[config.mk]
export PLATFORM = sky130hd
export DESIGN_NAME = keypad_number_entry_flat
export DESIGN_NICKNAME = d
export VERILOG_FILES = /design/src/rtl/core/kne_pkg.sv /design/src/rtl/core/kne_key_if.sv /design/src/rtl/core/kne_value_if.sv /design/src/rtl/core/keypad_number_entry.sv /design/src/rtl/core/kne_ctrl.sv /design/src/rtl/core/kne_datapath.sv /design/src/flat_wrapper.sv
export VERILOG_INCLUDE_DIRS = /design/src /design/src/rtl/core
export SDC_FILE = /design/constraint.sdc
export NUM_CORES = 1
export LEC_CHECK = 0
export ABC_AREA = 1
export BUFFER_PORTS_ARGS = -buffer_cell sky130_fd_sc_hd__buf_4
export CAP_MARGIN = 10
export CORE_MARGIN = 4
export CORE_UTILIZATION = 58
export DETAILED_ROUTE_END_ITERATION = 8
export GPL_ROUTABILITY_DRIVEN = 0
export HOLD_SLACK_MARGIN = 0.08
export MAX_ROUTING_LAYER = met4
export PLACE_DENSITY = 0.85
export SYNTH_ARGS = -nofsm -noshare
export SYNTH_HDL_FRONTEND = slang
export SYNTH_SLANG_ARGS = --single-unit
[constraint.sdc]
create_clock -name clk -period 9.21 [get_ports clk]
set_input_delay 1.842 -clock clk [delete_from_list [all_inputs] [get_ports clk]]
set_output_delay 1.842 -clock clk [all_outputs]
set_load 0.01 [all_outputs]
[src/rtl/core/keypad_number_entry_defines.svh]
// Assertion macros shared by the keypad number entry RTL.
// Each macro takes a label, the checked expression or implication parts, and a message.
`ifndef KEYPAD_NUMBER_ENTRY_DEFINES_SVH
`define KEYPAD_NUMBER_ENTRY_DEFINES_SVH

`ifndef SYNTHESIS

// Check an expression or an overlapping implication on every clock edge out of reset.
`define KNE_ASSERT(label, prop, msg) \
    label: assert property (@(posedge clk) disable iff (!rst_n) prop) else $error(msg);

// Check that the consequent holds in the cycle after the antecedent.
`define KNE_ASSERT_NEXT(label, ante, cons, msg) \
    label: assert property (@(posedge clk) disable iff (!rst_n) (ante) |=> (cons)) \
        else $error(msg);

`else

`define KNE_ASSERT(label, prop, msg)
`define KNE_ASSERT_NEXT(label, ante, cons, msg)

`endif

`endif

[src/rtl/core/kne_pkg.sv]
package kne_pkg;

    localparam int LINE_COUNT = 12;
    localparam int LINE_W     = 4;
    localparam int VALUE_W    = 27;
    localparam int OUT_W      = 28;

    localparam logic [LINE_W-1:0] HASH_LINE = 4'd8;
    localparam logic [LINE_W-1:0] LAST_LINE = 4'd11;

    // Controller to datapath commands
    typedef struct packed {
        logic load;   // capture a new scan
        logic step;   // process the current line and advance
        logic emit;   // write the result word and clear entry state
    } kne_cmd_t;

    // Datapath to controller status
    typedef struct packed {
        logic hash_release;  // current line is hash and was just released
        logic last_line;     // current line is the final line of the scan
        logic out_free;      // output register can take a word this cycle
    } kne_sts_t;

    // Digit carried by each keypad line; star and hash give zero
    function automatic logic [3:0] line_digit(input logic [LINE_W-1:0] line);
        logic [3:0] d;
        case (line)
            4'd1:    d = 4'd7;
            4'd2:    d = 4'd4;
            4'd3:    d = 4'd1;
            4'd5:    d = 4'd8;
            4'd6:    d = 4'd5;
            4'd7:    d = 4'd2;
            4'd9:    d = 4'd9;
            4'd10:   d = 4'd6;
            4'd11:   d = 4'd3;
            default: d = 4'd0;
        endcase
        return d;
    endfunction

endpackage

[src/rtl/core/kne_key_if.sv]
interface kne_key_if;
    import kne_pkg::*;

    logic                  valid;
    logic                  ready;
    logic [LINE_COUNT-1:0] key_levels;

    modport source (output valid, output key_levels, input ready);
    modport sink   (input valid, input key_levels, output ready);
endinterface

[src/rtl/core/kne_value_if.sv]
interface kne_value_if;
    import kne_pkg::*;

    logic                    valid;
    logic                    ready;
    logic signed [OUT_W-1:0] entered_value;

    modport source (output valid, output entered_value, input ready);
    modport sink   (input valid, input entered_value, output ready);
endinterface

[src/rtl/core/keypad_number_entry.sv]
// Keypad number entry. Each word on keys is one scan of 12 keypad lines (bit i = line i,
// 1 = pressed, lines star,7,4,1,0,8,5,2,hash,9,6,3). A key counts on release after a press;
// digit keys append to a decimal value (star appends 0), hash release sends the value, or
// -1 when no digits were kept, on result and clears all entry state; later lines of that
// scan are skipped. At most MAX_DIGITS digits are kept, further digits are dropped. The
// controller walks the scan one line per cycle, holding on a hash release until the previous
// result word has been taken; keys is not ready from acceptance until the walk ends at the
// last line, or earlier when hash ends the scan.
// A result word sits in an output register, and the next scan is accepted while it waits.
`include "keypad_number_entry_defines.svh"

module keypad_number_entry #(
    parameter int MAX_DIGITS = 8
) (
    input  logic               clk,
    input  logic               rst_n,
    kne_key_if.sink            keys,
    kne_value_if.source        result
);
    import kne_pkg::*;

    kne_cmd_t cmd;
    kne_sts_t sts;

    // Sequence the line walk
    kne_ctrl u_ctrl (
        .clk      (clk),
        .rst_n    (rst_n),
        .in_valid (keys.valid),
        .in_ready (keys.ready),
        .sts      (sts),
        .cmd      (cmd)
    );

    // Hold entry state and the result word
    kne_datapath #(
        .MAX_DIGITS (MAX_DIGITS)
    ) u_datapath (
        .clk           (clk),
        .rst_n         (rst_n),
        .key_levels    (keys.key_levels),
        .cmd           (cmd),
        .sts           (sts),
        .out_ready     (result.ready),
        .out_valid     (result.valid),
        .entered_value (result.entered_value)
    );

    `KNE_ASSERT(a_one_cmd, $onehot0({cmd.load, cmd.step, cmd.emit}), "kne: more than one command")
    `KNE_ASSERT(a_emit_free, cmd.emit |-> sts.out_free, "kne: result word overwritten")
    `KNE_ASSERT_NEXT(a_busy_after_accept, keys.valid && keys.ready, !keys.ready, "kne: not busy")
    `KNE_ASSERT_NEXT(a_emit_shows, cmd.emit, result.valid, "kne: emitted word not shown")
endmodule

[src/rtl/core/kne_ctrl.sv]
module kne_ctrl (
    input  logic              clk,
    input  logic              rst_n,
    input  logic              in_valid,
    output logic              in_ready,
    input  kne_pkg::kne_sts_t sts,
    output kne_pkg::kne_cmd_t cmd
);
    import kne_pkg::*;

    localparam logic ST_IDLE = 1'b0;
    localparam logic ST_WALK = 1'b1;

    logic state_reg;
    logic state_next;

    // Sequence one scan: load, then walk the lines one per cycle, holding on hash until the output slot is free
    always_comb
    begin
        state_next = state_reg;
        cmd        = '0;
        in_ready   = 1'b0;
        unique case (state_reg)
            ST_IDLE:
            begin
                in_ready = 1'b1;
                if (in_valid)
                begin
                    cmd.load   = 1'b1;
                    state_next = ST_WALK;
                end
            end
            ST_WALK:
            begin
                if (sts.hash_release)
                begin
                    // hold on hash until the output word slot is free
                    if (sts.out_free)
                    begin
                        cmd.emit   = 1'b1;
                        state_next = ST_IDLE;
                    end
                end
                else
                begin
                    cmd.step = 1'b1;
                    if (sts.last_line)
                    begin
                        state_next = ST_IDLE;
                    end
                end
            end
            default:
            begin
                state_next = ST_IDLE;
            end
        endcase
    end

    always_ff @(posedge clk or negedge rst_n)
    begin
        if (!rst_n)
        begin
            state_reg <= ST_IDLE;
        end
        else
        begin
            state_reg <= state_next;
        end
    end
endmodule

[src/rtl/core/kne_datapath.sv]
module kne_datapath #(
    parameter int MAX_DIGITS = 8
) (
    input  logic                                 clk,
    input  logic                                 rst_n,
    input  logic [kne_pkg::LINE_COUNT-1:0]       key_levels,
    input  kne_pkg::kne_cmd_t                    cmd,
    output kne_pkg::kne_sts_t                    sts,
    input  logic                                 out_ready,
    output logic                                 out_valid,
    output logic signed [kne_pkg::OUT_W-1:0]     entered_value
);
    import kne_pkg::*;

    localparam int CNT_W = $clog2(MAX_DIGITS + 1);

    logic [LINE_COUNT-1:0]   levels_reg;
    logic [LINE_COUNT-1:0]   marks_reg;
    logic [LINE_COUNT-1:0]   marks_next;
    logic [VALUE_W-1:0]      value_reg;
    logic [VALUE_W-1:0]      value_next;
    logic [CNT_W-1:0]        count_reg;
    logic [CNT_W-1:0]        count_next;
    logic [LINE_W-1:0]       line_reg;
    logic [LINE_W-1:0]       line_next;
    logic                    out_valid_reg;
    logic                    out_valid_next;
    logic signed [OUT_W-1:0] out_data_reg;

    logic               pressed;
    logic               marked;
    logic               released;
    logic [VALUE_W-1:0] value_x10;
    logic [VALUE_W-1:0] value_append;

    // Look at the current line
    assign pressed  = levels_reg[line_reg];
    assign marked   = marks_reg[line_reg];
    assign released = !pressed && marked;

    // Shift the decimal value one digit and add the line's digit
    assign value_x10    = VALUE_W'((value_reg << 3) + (value_reg << 1));
    assign value_append = VALUE_W'(value_x10 + VALUE_W'(line_digit(line_reg)));

    assign sts.hash_release = released && (line_reg == HASH_LINE);
    assign sts.last_line    = (line_reg == LAST_LINE);
    assign sts.out_free     = !out_valid_reg || out_ready;

    // Update marks, value, count and line for one line step; clear them on emit, restart the line on load
    always_comb
    begin
        marks_next     = marks_reg;
        value_next     = value_reg;
        count_next     = count_reg;
        line_next      = line_reg;
        out_valid_next = out_valid_reg && !out_ready;
        if (cmd.load)
        begin
            line_next = '0;
        end
        else if (cmd.emit)
        begin
            marks_next     = '0;
            value_next     = '0;
            count_next     = '0;
            line_next      = '0;
            out_valid_next = 1'b1;
        end
        else if (cmd.step)
        begin
            if (pressed && !marked)
            begin
                marks_next[line_reg] = 1'b1;
            end
            else if (released)
            begin
                marks_next[line_reg] = 1'b0;
                // drop digits past the limit
                if (count_reg < CNT_W'(MAX_DIGITS))
                begin
                    value_next = value_append;
                    count_next = CNT_W'(count_reg + 1'b1);
                end
            end
            line_next = sts.last_line ? '0 : LINE_W'(line_reg + 1'b1);
        end
    end

    always_ff @(posedge clk or negedge rst_n)
    begin
        if (!rst_n)
        begin
            marks_reg     <= '0;
            value_reg     <= '0;
            count_reg     <= '0;
            line_reg      <= '0;
            out_valid_reg <= 1'b0;
        end
        else
        begin
            marks_reg     <= marks_next;
            value_reg     <= value_next;
            count_reg     <= count_next;
            line_reg      <= line_next;
            out_valid_reg <= out_valid_next;
        end
    end

    // Hold the scan and the result word
    always_ff @(posedge clk)
    begin
        if (cmd.load)
        begin
            levels_reg <= key_levels;
        end
        if (cmd.emit)
        begin
            out_data_reg <= (count_reg == '0) ? '1 : $signed({1'b0, value_reg});
        end
    end

    assign out_valid     = out_valid_reg;
    assign entered_value = out_data_reg;
endmodule
[src/flat_wrapper.sv]
// flat-port wrapper written by rule: the top's interface ports become plain ports
module keypad_number_entry_flat import kne_pkg::*;
#(
    parameter int MAX_DIGITS = 8
)
  (clk, rst_n, keys_valid, keys_key_levels, keys_ready, result_valid, result_entered_value, result_ready);
  kne_key_if keys_i ();
  kne_value_if result_i ();
  input  logic clk;
  input  logic rst_n;
  input wire logic [$bits(keys_i.valid)-1:0] keys_valid;
  input wire logic [$bits(keys_i.key_levels)-1:0] keys_key_levels;
  output wire logic [$bits(keys_i.ready)-1:0] keys_ready;
  output wire logic [$bits(result_i.valid)-1:0] result_valid;
  output wire logic [$bits(result_i.entered_value)-1:0] result_entered_value;
  input wire logic [$bits(result_i.ready)-1:0] result_ready;
  assign keys_i.valid = keys_valid;
  assign keys_i.key_levels = keys_key_levels;
  assign keys_ready = keys_i.ready;
  assign result_valid = result_i.valid;
  assign result_entered_value = result_i.entered_value;
  assign result_i.ready = result_ready;
  keypad_number_entry #(.MAX_DIGITS(MAX_DIGITS)) u_core (.clk(clk), .rst_n(rst_n), .keys(keys_i), .result(result_i));
endmodule
* Word-level counts from Yosys, hierarchy flattened
Memory sizes are Yosys's and may differ from the RTL's. Cells that the tools add are included.
Storage, ports and cells: output and inout bits 30, memories kept 1, ROM bits 64, register bits after elaboration 89
Cells by class: add/subtract/negate cells 4, bitwise gates (word level) 5, reductions and logical operators 18, equal/unequal tests 3, multiplexer cells 38, $lt $le $gt $ge 3
Memories:
- (name not given) | words 16, bits a word 4, read ports 1, clocked after memory_dff 0, wr ports 0, line kne_pkg.sv:28 | case (line)
Operators by type and width (count):
- $mux 27 | 5
- $mux 12 | 4
- $mux 4 | 9
- $mux 28 | 1
- $add 27x27->27 | 1
- $add 27x4->27 | 1
- $mux 1 | 14
- $and 12x12->12 | 1
- $not 12->12 | 1
- $or 12x12->12 | 1
- $add 4x1->4 const B | 2
- $bmux 1 s4 | 2
- $eq 4x4->1 const B | 2
- $reduce_bool 2->1 | 3
- $reduce_bool 3->1 | 2
- $logic_and 1x1->1 | 5
- $lt 4x5->1 const B | 1
- $reduce_and 5->1 | 1
- $demux 1 s4 | 1
- $ge 4x1->1 const B | 1
- $logic_not 1->1 | 4
- $logic_not 4->1 | 1
- $lt 4x4->1 const B | 1
- $reduce_and 3->1 | 1
- 5 further kinds | 6

* Depth between registers and ports, before layout
Gate-level depths: netlist of run 1.
word-level depth 10, gate-level depth with buffers 19

* Cells and area by module
From an unflattened synthesis of run 1, not the netlist that was laid out.
Unflattened totals: cell total of the unflattened synthesis 904, area total of the unflattened synthesis 6486.2 sq um
By module, submodules not included:
- kne_datapath | area each 6422.4 sq um, seq. area each 2402.3 sq um, cells an instance 893, times used 1
- kne_ctrl | area each 63.8 sq um, seq. area each 25.0 sq um, cells an instance 11, times used 1

* Worst setup path before layout of run 1
OpenSTA, ideal clock, no wires.
path kind input to register, start input result_ready, end register u_core.u_datapath.value_reg[10], stages 6, slack 5835 ps, arrival time 3247 ps, setup time 127 ps, data required time 9083 ps, buffers on the path 1, cells stage by stage nor2_1 nor3_4 o21ai_4 inv_2 buf_6 o22ai_1
RTL lines:
- start: declaration | line flat_wrapper.sv:16 | input wire logic [$bits(result_i.ready)-1:0] result_ready;
- end signal: assignment | line kne_datapath.sv:102 | value_reg <= value_next;
- end: declaration | line kne_datapath.sv:20 | logic [VALUE_W-1:0] value_reg;

* Worst setup path in the final report of run 1
start register u_core.u_datapath.line_reg[0], end register u_core.u_datapath.value_reg[14]
On the way: cells in the longest elaborated chain, start to end 9, elaborated cells on any way between the ends 25, classes of those cells 1 x add/sub; 2 x eq/ne; 12 x mux; 9 x reduce/logical; 1 x memory
Ends and longest elaborated chain:
- start: declaration | line kne_datapath.sv:24 | logic [LINE_W-1:0] line_reg;
- start signal: assignment | line kne_datapath.sv:104 | line_reg <= line_next;
- branches (longest 9 deep; another with $add 27x4->27)
Several ways; the timed one is not identified. The select of a mux whose other input is x is not followed. A chain may end at the register's enable or synchronous reset.

==> reports/results.ini, run 1 <==
[run_status]
status = finished, final reports clean

[hold_path]
worstHoldStart = u_core.u_datapath.value_reg[26]
hp-class = reg2reg
hold_depth = 2
hold_end = u_core.u_datapath.value_reg[26]

[routing]
avgRoutedWirePerCell_um = 13.97
drt_pass1_iterations = 5
wl_um = 13680
highest_layer = met4
wl_met1_um = 6198
via_per_inst = 5.281
route.met3.wl_um = 811
postRouteAntennaNets = 0
wl_met2_um = 6315
dr.first_iter.drc_count = 346
vias = 5170
drc_errors = 0

[final_layout]
stdcell_count = 979
post-route-util_pct = 65.34
diodes = 0
drive_gt1_share_pct = 10.79
area_delta_synth_final_pct = 10.51
largest_reg_flops = 28
final_nets = 912

[setup_path]
arrival_ns = 3.96
rrSetupSlack_ns = 5.54
cp-start-kind = register
slowest_stage = dfrtp_1
worstRegToRegCells = 17
cp_slowest_stage_delay_ns = 0.64
path_class = reg2reg
critPathMaxFanout = 17
r2r_start = u_core.u_datapath.line_reg[0]
critical_path.most_common_cell = nand2_1
path_cells = inv_1 -> ha_1 -> inv_1 -> nor2_1 -> a211o_1 -> ha_1 -> ha_1 -> fa_1 -> nand2_1 -> nand2_1 -> nand3_1 -> nand2_1 -> nand2_1 -> nand2_1 -> or2_2 -> nand3_1 -> nand2_1
timing.rr.end = u_core.u_datapath.value_reg[14]
end_kind = register
critical_path_required_ns = 9.50

[global_route]
grt_overflow = 0
antenna_found_initial = 0
grt.total_usage_pct = 24.42
grt_max_degree = 50
grt_pass1_vias = 4772
grt_first_pass_wirelength_um = 22280

[clock_tree]
post_cts_resized = 0
cts_buffers = 9
cts.path.max_buffers = 2
hold_buffers = 0
cts_sinks = 89
clk_pin_slew_worst_paths_ns = 0.10
htreeDepth = 3
worstSkewPairLatency_ns = 0.39
cts-root-buf = clkbuf_8
postCtsSetupBuffers = 0
tritoncts = built

[sta]
hold_violations = 0
worst_pin_slew_ns = 0.6790
tns_ns = 0
finalCritPeriodShare_pct = 39.88
max_freq_mhz = 272.3
slew_violations = 0
fin_skew_ns = 0.01907
period_minus_slack_ns = 3.673
setup_viol = 0
slew_headroom_pct = 54.68
whs_ns = 0.4979
rsz0062_at_grt = false

[synthesis]
synth_common_cells = nand2_1, inv_1, ha_1
yosysWarnings = 0
synth_edf_count = 40
synth_seq_cells = 89
ys.flop_type = dfrtp_1
synthCells = 792
synth_most_common_cell = nand2_1
netlist.area_leader.share_pct = 20.27
netlist_area_um2 = 6050
synthArstFlopShare_pct = 55.06
avgSynthCellArea_um2 = 7.638
syn_nets = 866
synth.area.top_cells = dfrtp_1, edfxtp_1, nand2_1, ha_1, inv_1
yosys.area.top_type = dfrtp_1
ys_types = 35
yosysSeqAreaShare_pct = 40.12

[flow_run]
max-cap-violations = 0

[placement]
hpwl_um = 10380
dpl.cell_count = 963
port_buffers = 45

[die]
dieWidth_um = 110.1
rows = 37
core_area_um2 = 10230
dieArea_um2 = 12130
num_io_pins = 46
die_y_um = 110.1
start_util_pct = 59.13

## metrics by stage
| stage | cell area [um2] | setup slack (ns) |
|---|---|---|
| after floorplan | 6050 | 5.835 |
| after global placement | 6487 | 5.656 |
| after detailed placement | 6487 | 5.585 |
| after CTS | 6685 | 5.577 |
| after global routing | 6685 | 5.272 |
| final | 6685 | 5.537 |
## critical path, delay by kind of cell (launching register included)
kind	cells	cell delay [ns]
AOI/OAI and AO/OA	1	0.28
adders and majority gates	4	1.27
buffers and inverters	2	0.41
DFF	1	0.64
and+or+nand+nor	10	0.96
## layer usage
layer  up-vias  GRT usage (%)
li1       2624              -
met1      2362          31.08
met2       150          38.13
met3        34          4.718
met4         0          10.82
met5         -              -
## cell type report
class,instances,area (um2)
Sequential cell,89,2427
Tap cell,136,170.2
Fill cell,882,3546
Multi-Input combinational cell,555,3030
Clock buffer,9,123.9
Clock inverter,7,73.82
Timing Repair Buffer,46,345.3
Inverter,137,514.2
## placed cells by master, fill, tap and decap left out, drive strengths merged
cell    instances
nand2         263
inv           138
ha             56
nor2           56
dfrtp          49
buf            46
nand3          43
o21ai          41
edfxtp         40
a21oi          28
o22ai          17
or2            15
clkbuf          9
nand4           6
nand3b          6
xnor2           6
xor2            6
clkinv          6
nor3            5
and2            2
fa              2
o31ai           1
o211ai          1
a211o           1
## kinds of logic (layout without fill, tap and decap cells)
logic type | count (synthesis) | count (layout) | share of synthesized area [%]
compound gates | 89 | 89 | 8.046
flops | 89 | 89 | 40.12
simple gates | 396 | 396 | 28.07
xor+xnor | 12 | 12 | 1.737
fa+ha+maj | 58 | 58 | 12.24
buf+inv | 148 | 199 | 9.783
## worst max-delay path by stage
stage,from,cells past startpoint,slack (ns),to
after floorplan,result_ready,6,5.84,u_core.u_datapath.value_reg[10]
after global placement,result_ready,8,5.66,u_core.u_datapath.value_reg[0]
after detailed placement,result_ready,8,5.59,u_core.u_datapath.value_reg[0]
after CTS,u_core.u_datapath.line_reg[0],17,5.58,u_core.u_datapath.value_reg[14]
after global routing,u_core.u_datapath.line_reg[0],17,5.27,u_core.u_datapath.value_reg[14]
final,u_core.u_datapath.line_reg[0],17,5.54,u_core.u_datapath.value_reg[14]
Power of run 1 is not shown: default switching activity piles up to over one toggle a cycle in this logic, so the estimate is an artifact.
==> inputs of run 2 (changes only) <==
- clock period: 9.21 -> 3.4 ns (I/O delays scaled with it)
==> run 2 against run 1 <==
Against the previous run: non-clock buffer count is 8 higher; worst hold slack worse by 0.18 ns; critical path depth is 2 lower; core utilization is 0.72 points higher; fmax is 15% higher; routed wire length is 2.7% higher; cell area is 1.1% higher; sequential cell count stayed put; global-route usage is 1.3 points higher; sequential share of layout area is 0.40 points lower; count of clock-buffer cells in the layout is 2 higher; first-iteration DRC count is 19% higher; critical endpoint unchanged.
==> reports/results.ini, run 2 (synthesis results as in run 1) <==
[sta]
rsz0062_at_grt = false
worst_pin_slew_ns = 0.6579
finalCritPeriodShare_pct = 93.78
period_minus_slack_ns = 3.189
fin_skew_ns = 0.01542
max_freq_mhz = 313.6
slew_violations = 0
hold_violations = 0
setup_viol = 0
whs_ns = 0.3138
slew_headroom_pct = 56.14
tns_ns = 0

[clock_tree]
cts_buffers = 9
htreeDepth = 3
cts_sinks = 89
tritoncts = built
clk_pin_slew_worst_paths_ns = 0.10
worstSkewPairLatency_ns = 0.39
cts.path.max_buffers = 2
cts-root-buf = clkbuf_8

[setup_path]
cp_top_family = adder cells
arrival_ns = 3.48
critical_path_required_ns = 3.69
cp.buffers_inverters = 1
rrSetupSlack_ns = 0.21
timing.rr.end = u_core.u_datapath.value_reg[14]
cp-start-kind = register
cp_slowest_stage_delay_ns = 0.46
critical_path.most_common_cell = nand2_1
critPathMaxFanout = 10
worstRegToRegCells = 15
end_kind = register
path_class = reg2reg
r2r_start = u_core.u_datapath.line_reg[1]
cp.depth = 15
path_cells = clkinvlp_4 -> ha_1 -> a211o_1 -> ha_1 -> ha_1 -> fa_1 -> nand2_1 -> nand2_1 -> nand3_1 -> nand2_1 -> nand2_1 -> nand2_1 -> or2_2 -> nand3_1 -> nand2_1
slowest_stage = fa_1

[placement]
port_buffers = 45
hpwl_um = 10610
dpl.cell_count = 971

[die]
dieArea_um2 = 12130
start_util_pct = 59.13
die_y_um = 110.1
rows = 37
dieWidth_um = 110.1
num_io_pins = 46
core_area_um2 = 10230

[final_layout]
area_delta_synth_final_pct = 11.73
final_nets = 920
drive_gt1_share_pct = 11.75
final_common_cell = nand2_1
diodes = 0
fill_cells = 858
most-common-layout-cells = nand2_1, inv_1, ha_1, buf_4, nor2_1
stdcell_count = 987
largest_reg_flops = 28

[routing]
postRouteAntennaNets = 0
drt_pass1_iterations = 5
dr.first_iter.drc_count = 413
avgRoutedWirePerCell_um = 14.23
drc_errors = 0
vias = 5255
via_per_inst = 5.324
wl_um = 14040

[global_route]
antenna_found_initial = 0
grt_overflow = 0
grtUsageMet2_pct = 41.94
grtUsageMet1_pct = 31.91
grt.total_usage_pct = 25.68
grt_pass1_vias = 5074
met3_usage_pct = 5.183
grt_first_pass_wirelength_um = 23400
grt_max_degree = 50
grt.busiest_layer = met2

[flow_run]
max-cap-violations = 0

[power]
ir_drop_mv = 0.4170
power_per_cell_area_nw_per_um2 = 1087
power_mw = 7.348
p_leak_nw = 3.587

[hold_path]
hp-class = in2async

[run_status]
status = finished, final reports clean

run 2: cell count changes in the layout (fill, tap and decap cells not counted), sizes merged:
cell | before | now
bufinv | 0 | 1
clkinv | 6 | 1
buf | 46 | 54
clkbuf | 9 | 11
inv | 138 | 136
clkinvlp | 0 | 4
run 2: power by group:
group	internal, mW	switching (mW)
Sequential	1.50	0.244
Combinational	1.71	3.11
Clock	0.365	0.408
run 2: stage by stage:
step | setup slack (ns) | utilization [%] | area [um2]
after floorplan | 0.1918 | - | 6050
after global placement | 0.2835 | 64.00 | 6548
after detailed placement | 0.2103 | 64.00 | 6548
after CTS | 0.1933 | 66.00 | 6753
after global routing | 0.03313 | 66.06 | 6759
final | 0.2114 | 66.06 | 6759
run 2: area by class of cell:
| class | instances | area (um2) | share of cell area, % |
|---|---|---|---|
| Timing Repair Buffer | 54 | 405.4 | 5.998 |
| Inverter | 137 | 518.0 | 7.664 |
| Clock buffer | 11 | 141.4 | 2.092 |
| Clock inverter | 5 | 63.81 | 0.9441 |
| Sequential cell | 89 | 2427 | 35.91 |
| Tap cell | 136 | 170.2 | 2.518 |
| Multi-Input combinational cell | 555 | 3033 | 44.87 |
run 2: worst max path at each step:
stage | start | end
6_report | u_core.u_datapath.line_reg[1] | u_core.u_datapath.value_reg[14]
5_1_grt | u_core.u_datapath.line_reg[1] | u_core.u_datapath.value_reg[14]
4_1_cts | u_core.u_datapath.line_reg[1] | u_core.u_datapath.value_reg[14]
3_5_place_dp | u_core.u_datapath.line_reg[1] | u_core.u_datapath.value_reg[14]
3_3_place_gp | u_core.u_datapath.line_reg[1] | u_core.u_datapath.value_reg[14]
2_1_floorplan | u_core.u_datapath.line_reg[0] | u_core.u_datapath.value_reg[14]
run 2: timing repair:
action / in CTS / in global routing
setup endpoints to repair: 0 / 1
gates resized for setup: 0 / 2
hold buffers: 0 / 0
setup buffers: 0 / 0
run 2: worst register-to-register path, stage by stage, from the launching register on:
cell and delay (ns):
dfrtp_1 0.40, clkinvlp_4 0.20, ha_1 0.35, a211o_1 0.27, ha_1 0.27, ha_1 0.24
fa_1 0.46, nand2_1 0.10, nand2_1 0.07, nand3_1 0.08, nand2_1 0.13, nand2_1 0.09
nand2_1 0.06, or2_2 0.27, nand3_1 0.07, nand2_1 0.05
run 2: metal layers:
metal,vias up,share of wire (%)
li1,2631,-
met1,2435,43
met2,157,48
met3,32,6.0
met4,0,2.5
met5,-,0
(Power assumes the default switching activity.)
==> inputs of run 3 (changes only) <==
- CORE_UTILIZATION: 58 -> 55
- PLACE_DENSITY: 0.85 -> 0.82
- SKIP_CTS_REPAIR_TIMING: not set -> 1
==> run 3 against run 2 <==
Against the previous run: worst hold slack gained 0.018 ns; clock skew up 0.0060 ns; fmax fell by 1.1%; highest routed layer unchanged; cell area is essentially flat; sequential share of layout area about the same; core utilization down 3.4 points; die area rose by 5.0%; global-route usage decreased by 1.3 points; first-iteration DRC count grew 11%.
==> reports/results.ini, run 3 (synthesis results as in run 1) <==
[placement]
port_buffers = 45
dpl.cell_count = 975
hpwl_um = 10710

[sta]
setup_viol = 0
tns_ns = 0
hold_violations = 0
whs_ns = 0.3319
slew_violations = 0
period_minus_slack_ns = 3.224
slew_headroom_pct = 54.64
worst_pin_slew_ns = 0.6804
fin_skew_ns = 0.02138
max_freq_mhz = 310.2
rsz0062_at_grt = false
finalCritPeriodShare_pct = 94.83

[final_layout]
final_common_cell = nand2_1
area_delta_synth_final_pct = 11.75
final_nets = 922
drive_gt1_share_pct = 12.08
largest_reg_flops = 28
fill_cells = 942
diodes = 0
most-common-layout-cells = nand2_1, inv_1, ha_1, buf_4, nor2_1
post-route-util_pct = 62.64
stdcell_count = 993

[setup_path]
critPathMaxFanout = 7
critical_path_required_ns = 3.67
worstRegToRegCells = 15
timing.rr.end = u_core.u_datapath.value_reg[14]
rrSetupSlack_ns = 0.18
r2r_start = u_core.u_datapath.line_reg[1]
cp-start-kind = register
arrival_ns = 3.49
path_class = reg2reg
end_kind = register
worstSetupStartpoint = u_core.u_datapath.line_reg[1]

[power]
power_per_cell_area_nw_per_um2 = 1094
ir_drop_mv = 0.5876
power_mw = 7.393
p_leak_nw = 3.595

[clock_tree]
worstSkewPairLatency_ns = 0.38
tritoncts = built
clk_pin_slew_worst_paths_ns = 0.11
cts_sinks = 89
cts_buffers = 9
cts-root-buf = clkbuf_8
cts.path.max_buffers = 2
htreeDepth = 3

[die]
rows = 38
die_y_um = 112.9
core_area_um2 = 10790
dieWidth_um = 112.9
dieArea_um2 = 12740
start_util_pct = 56.05
num_io_pins = 46

[hold_path]
hp-class = in2async

[global_route]
grt_pass1_vias = 5153
grtUsageMet2_pct = 39.42
grtUsageMet1_pct = 31.04
met3_usage_pct = 4.011
antenna_found_initial = 0
grt_max_degree = 50
grt.busiest_layer = met2
grt.total_usage_pct = 24.39
grt_first_pass_wirelength_um = 24340
grt_overflow = 0

[run_status]
status = finished, final reports clean

[routing]
wl_um = 14450
via_per_inst = 5.274
drt_pass1_iterations = 4
vias = 5237
dr.first_iter.drc_count = 458
drc_errors = 0
postRouteAntennaNets = 0
avgRoutedWirePerCell_um = 14.55

[flow_run]
max-cap-violations = 0

-- run 3: how the worst max path moves through the flow --
stage / to / slack [ns] / cells after the start
final: u_core.u_datapath.value_reg[14] / 0.18 / 15
after global routing: u_core.u_datapath.value_reg[14] / 0.007 / 17
after CTS: u_core.u_datapath.value_reg[14] / 0.09 / 15
after detailed placement: u_core.u_datapath.value_reg[14] / 0.17 / 15
after global placement: u_core.u_datapath.value_reg[14] / 0.24 / 15
after floorplan: u_core.u_datapath.value_reg[14] / 0.19 / 16
-- run 3: metrics by stage --
step / instance area [um2] / worst slack, ns
final: 6760 / 0.1758
after floorplan: 6050 / 0.1918
after detailed placement: 6553 / 0.1657
after global routing: 6760 / 0.006935
after global placement: 6553 / 0.2387
after CTS: 6739 / 0.09482
-- run 3: critical path: stages (launching register included) --
cell and delay (ns):
dfrtp_1 0.45, clkinvlp_4 0.18, ha_1 0.31, a211o_1 0.27
ha_1 0.27, ha_1 0.24, fa_1 0.45, nand2_1 0.10
nand2_1 0.07, nand3_1 0.08, nand2_1 0.12, nand2_1 0.08
nand2_1 0.07, or2_2 0.29, nand3_1 0.08, nand2_1 0.05
-- run 3: metal layers --
layer / vias to the layer above / wire [um]
met5: - / 0
li1: 2629 / -
met3: 35 / 872
met4: 0 / 438
met2: 161 / 6701
met1: 2412 / 6440
-- run 3: cell type report --
| type | count | area (um2) | area share [%] |
|---|---|---|---|
| inverters | 137 | 518.0 | 7.662 |
| repair buffers | 56 | 420.4 | 6.219 |
| clock buffers | 9 | 123.9 | 1.832 |
| clock inverters | 7 | 62.56 | 0.9254 |
| well taps | 140 | 175.2 | 2.591 |
| multi-input cells | 555 | 3033 | 44.86 |
| flip-flops and latches | 89 | 2427 | 35.91 |
-- run 3: report_power, final --
part | switching [mW] | internal [mW]
combinational | 3.16 | 1.75
clock | 0.436 | 0.280
sequential | 0.260 | 1.50
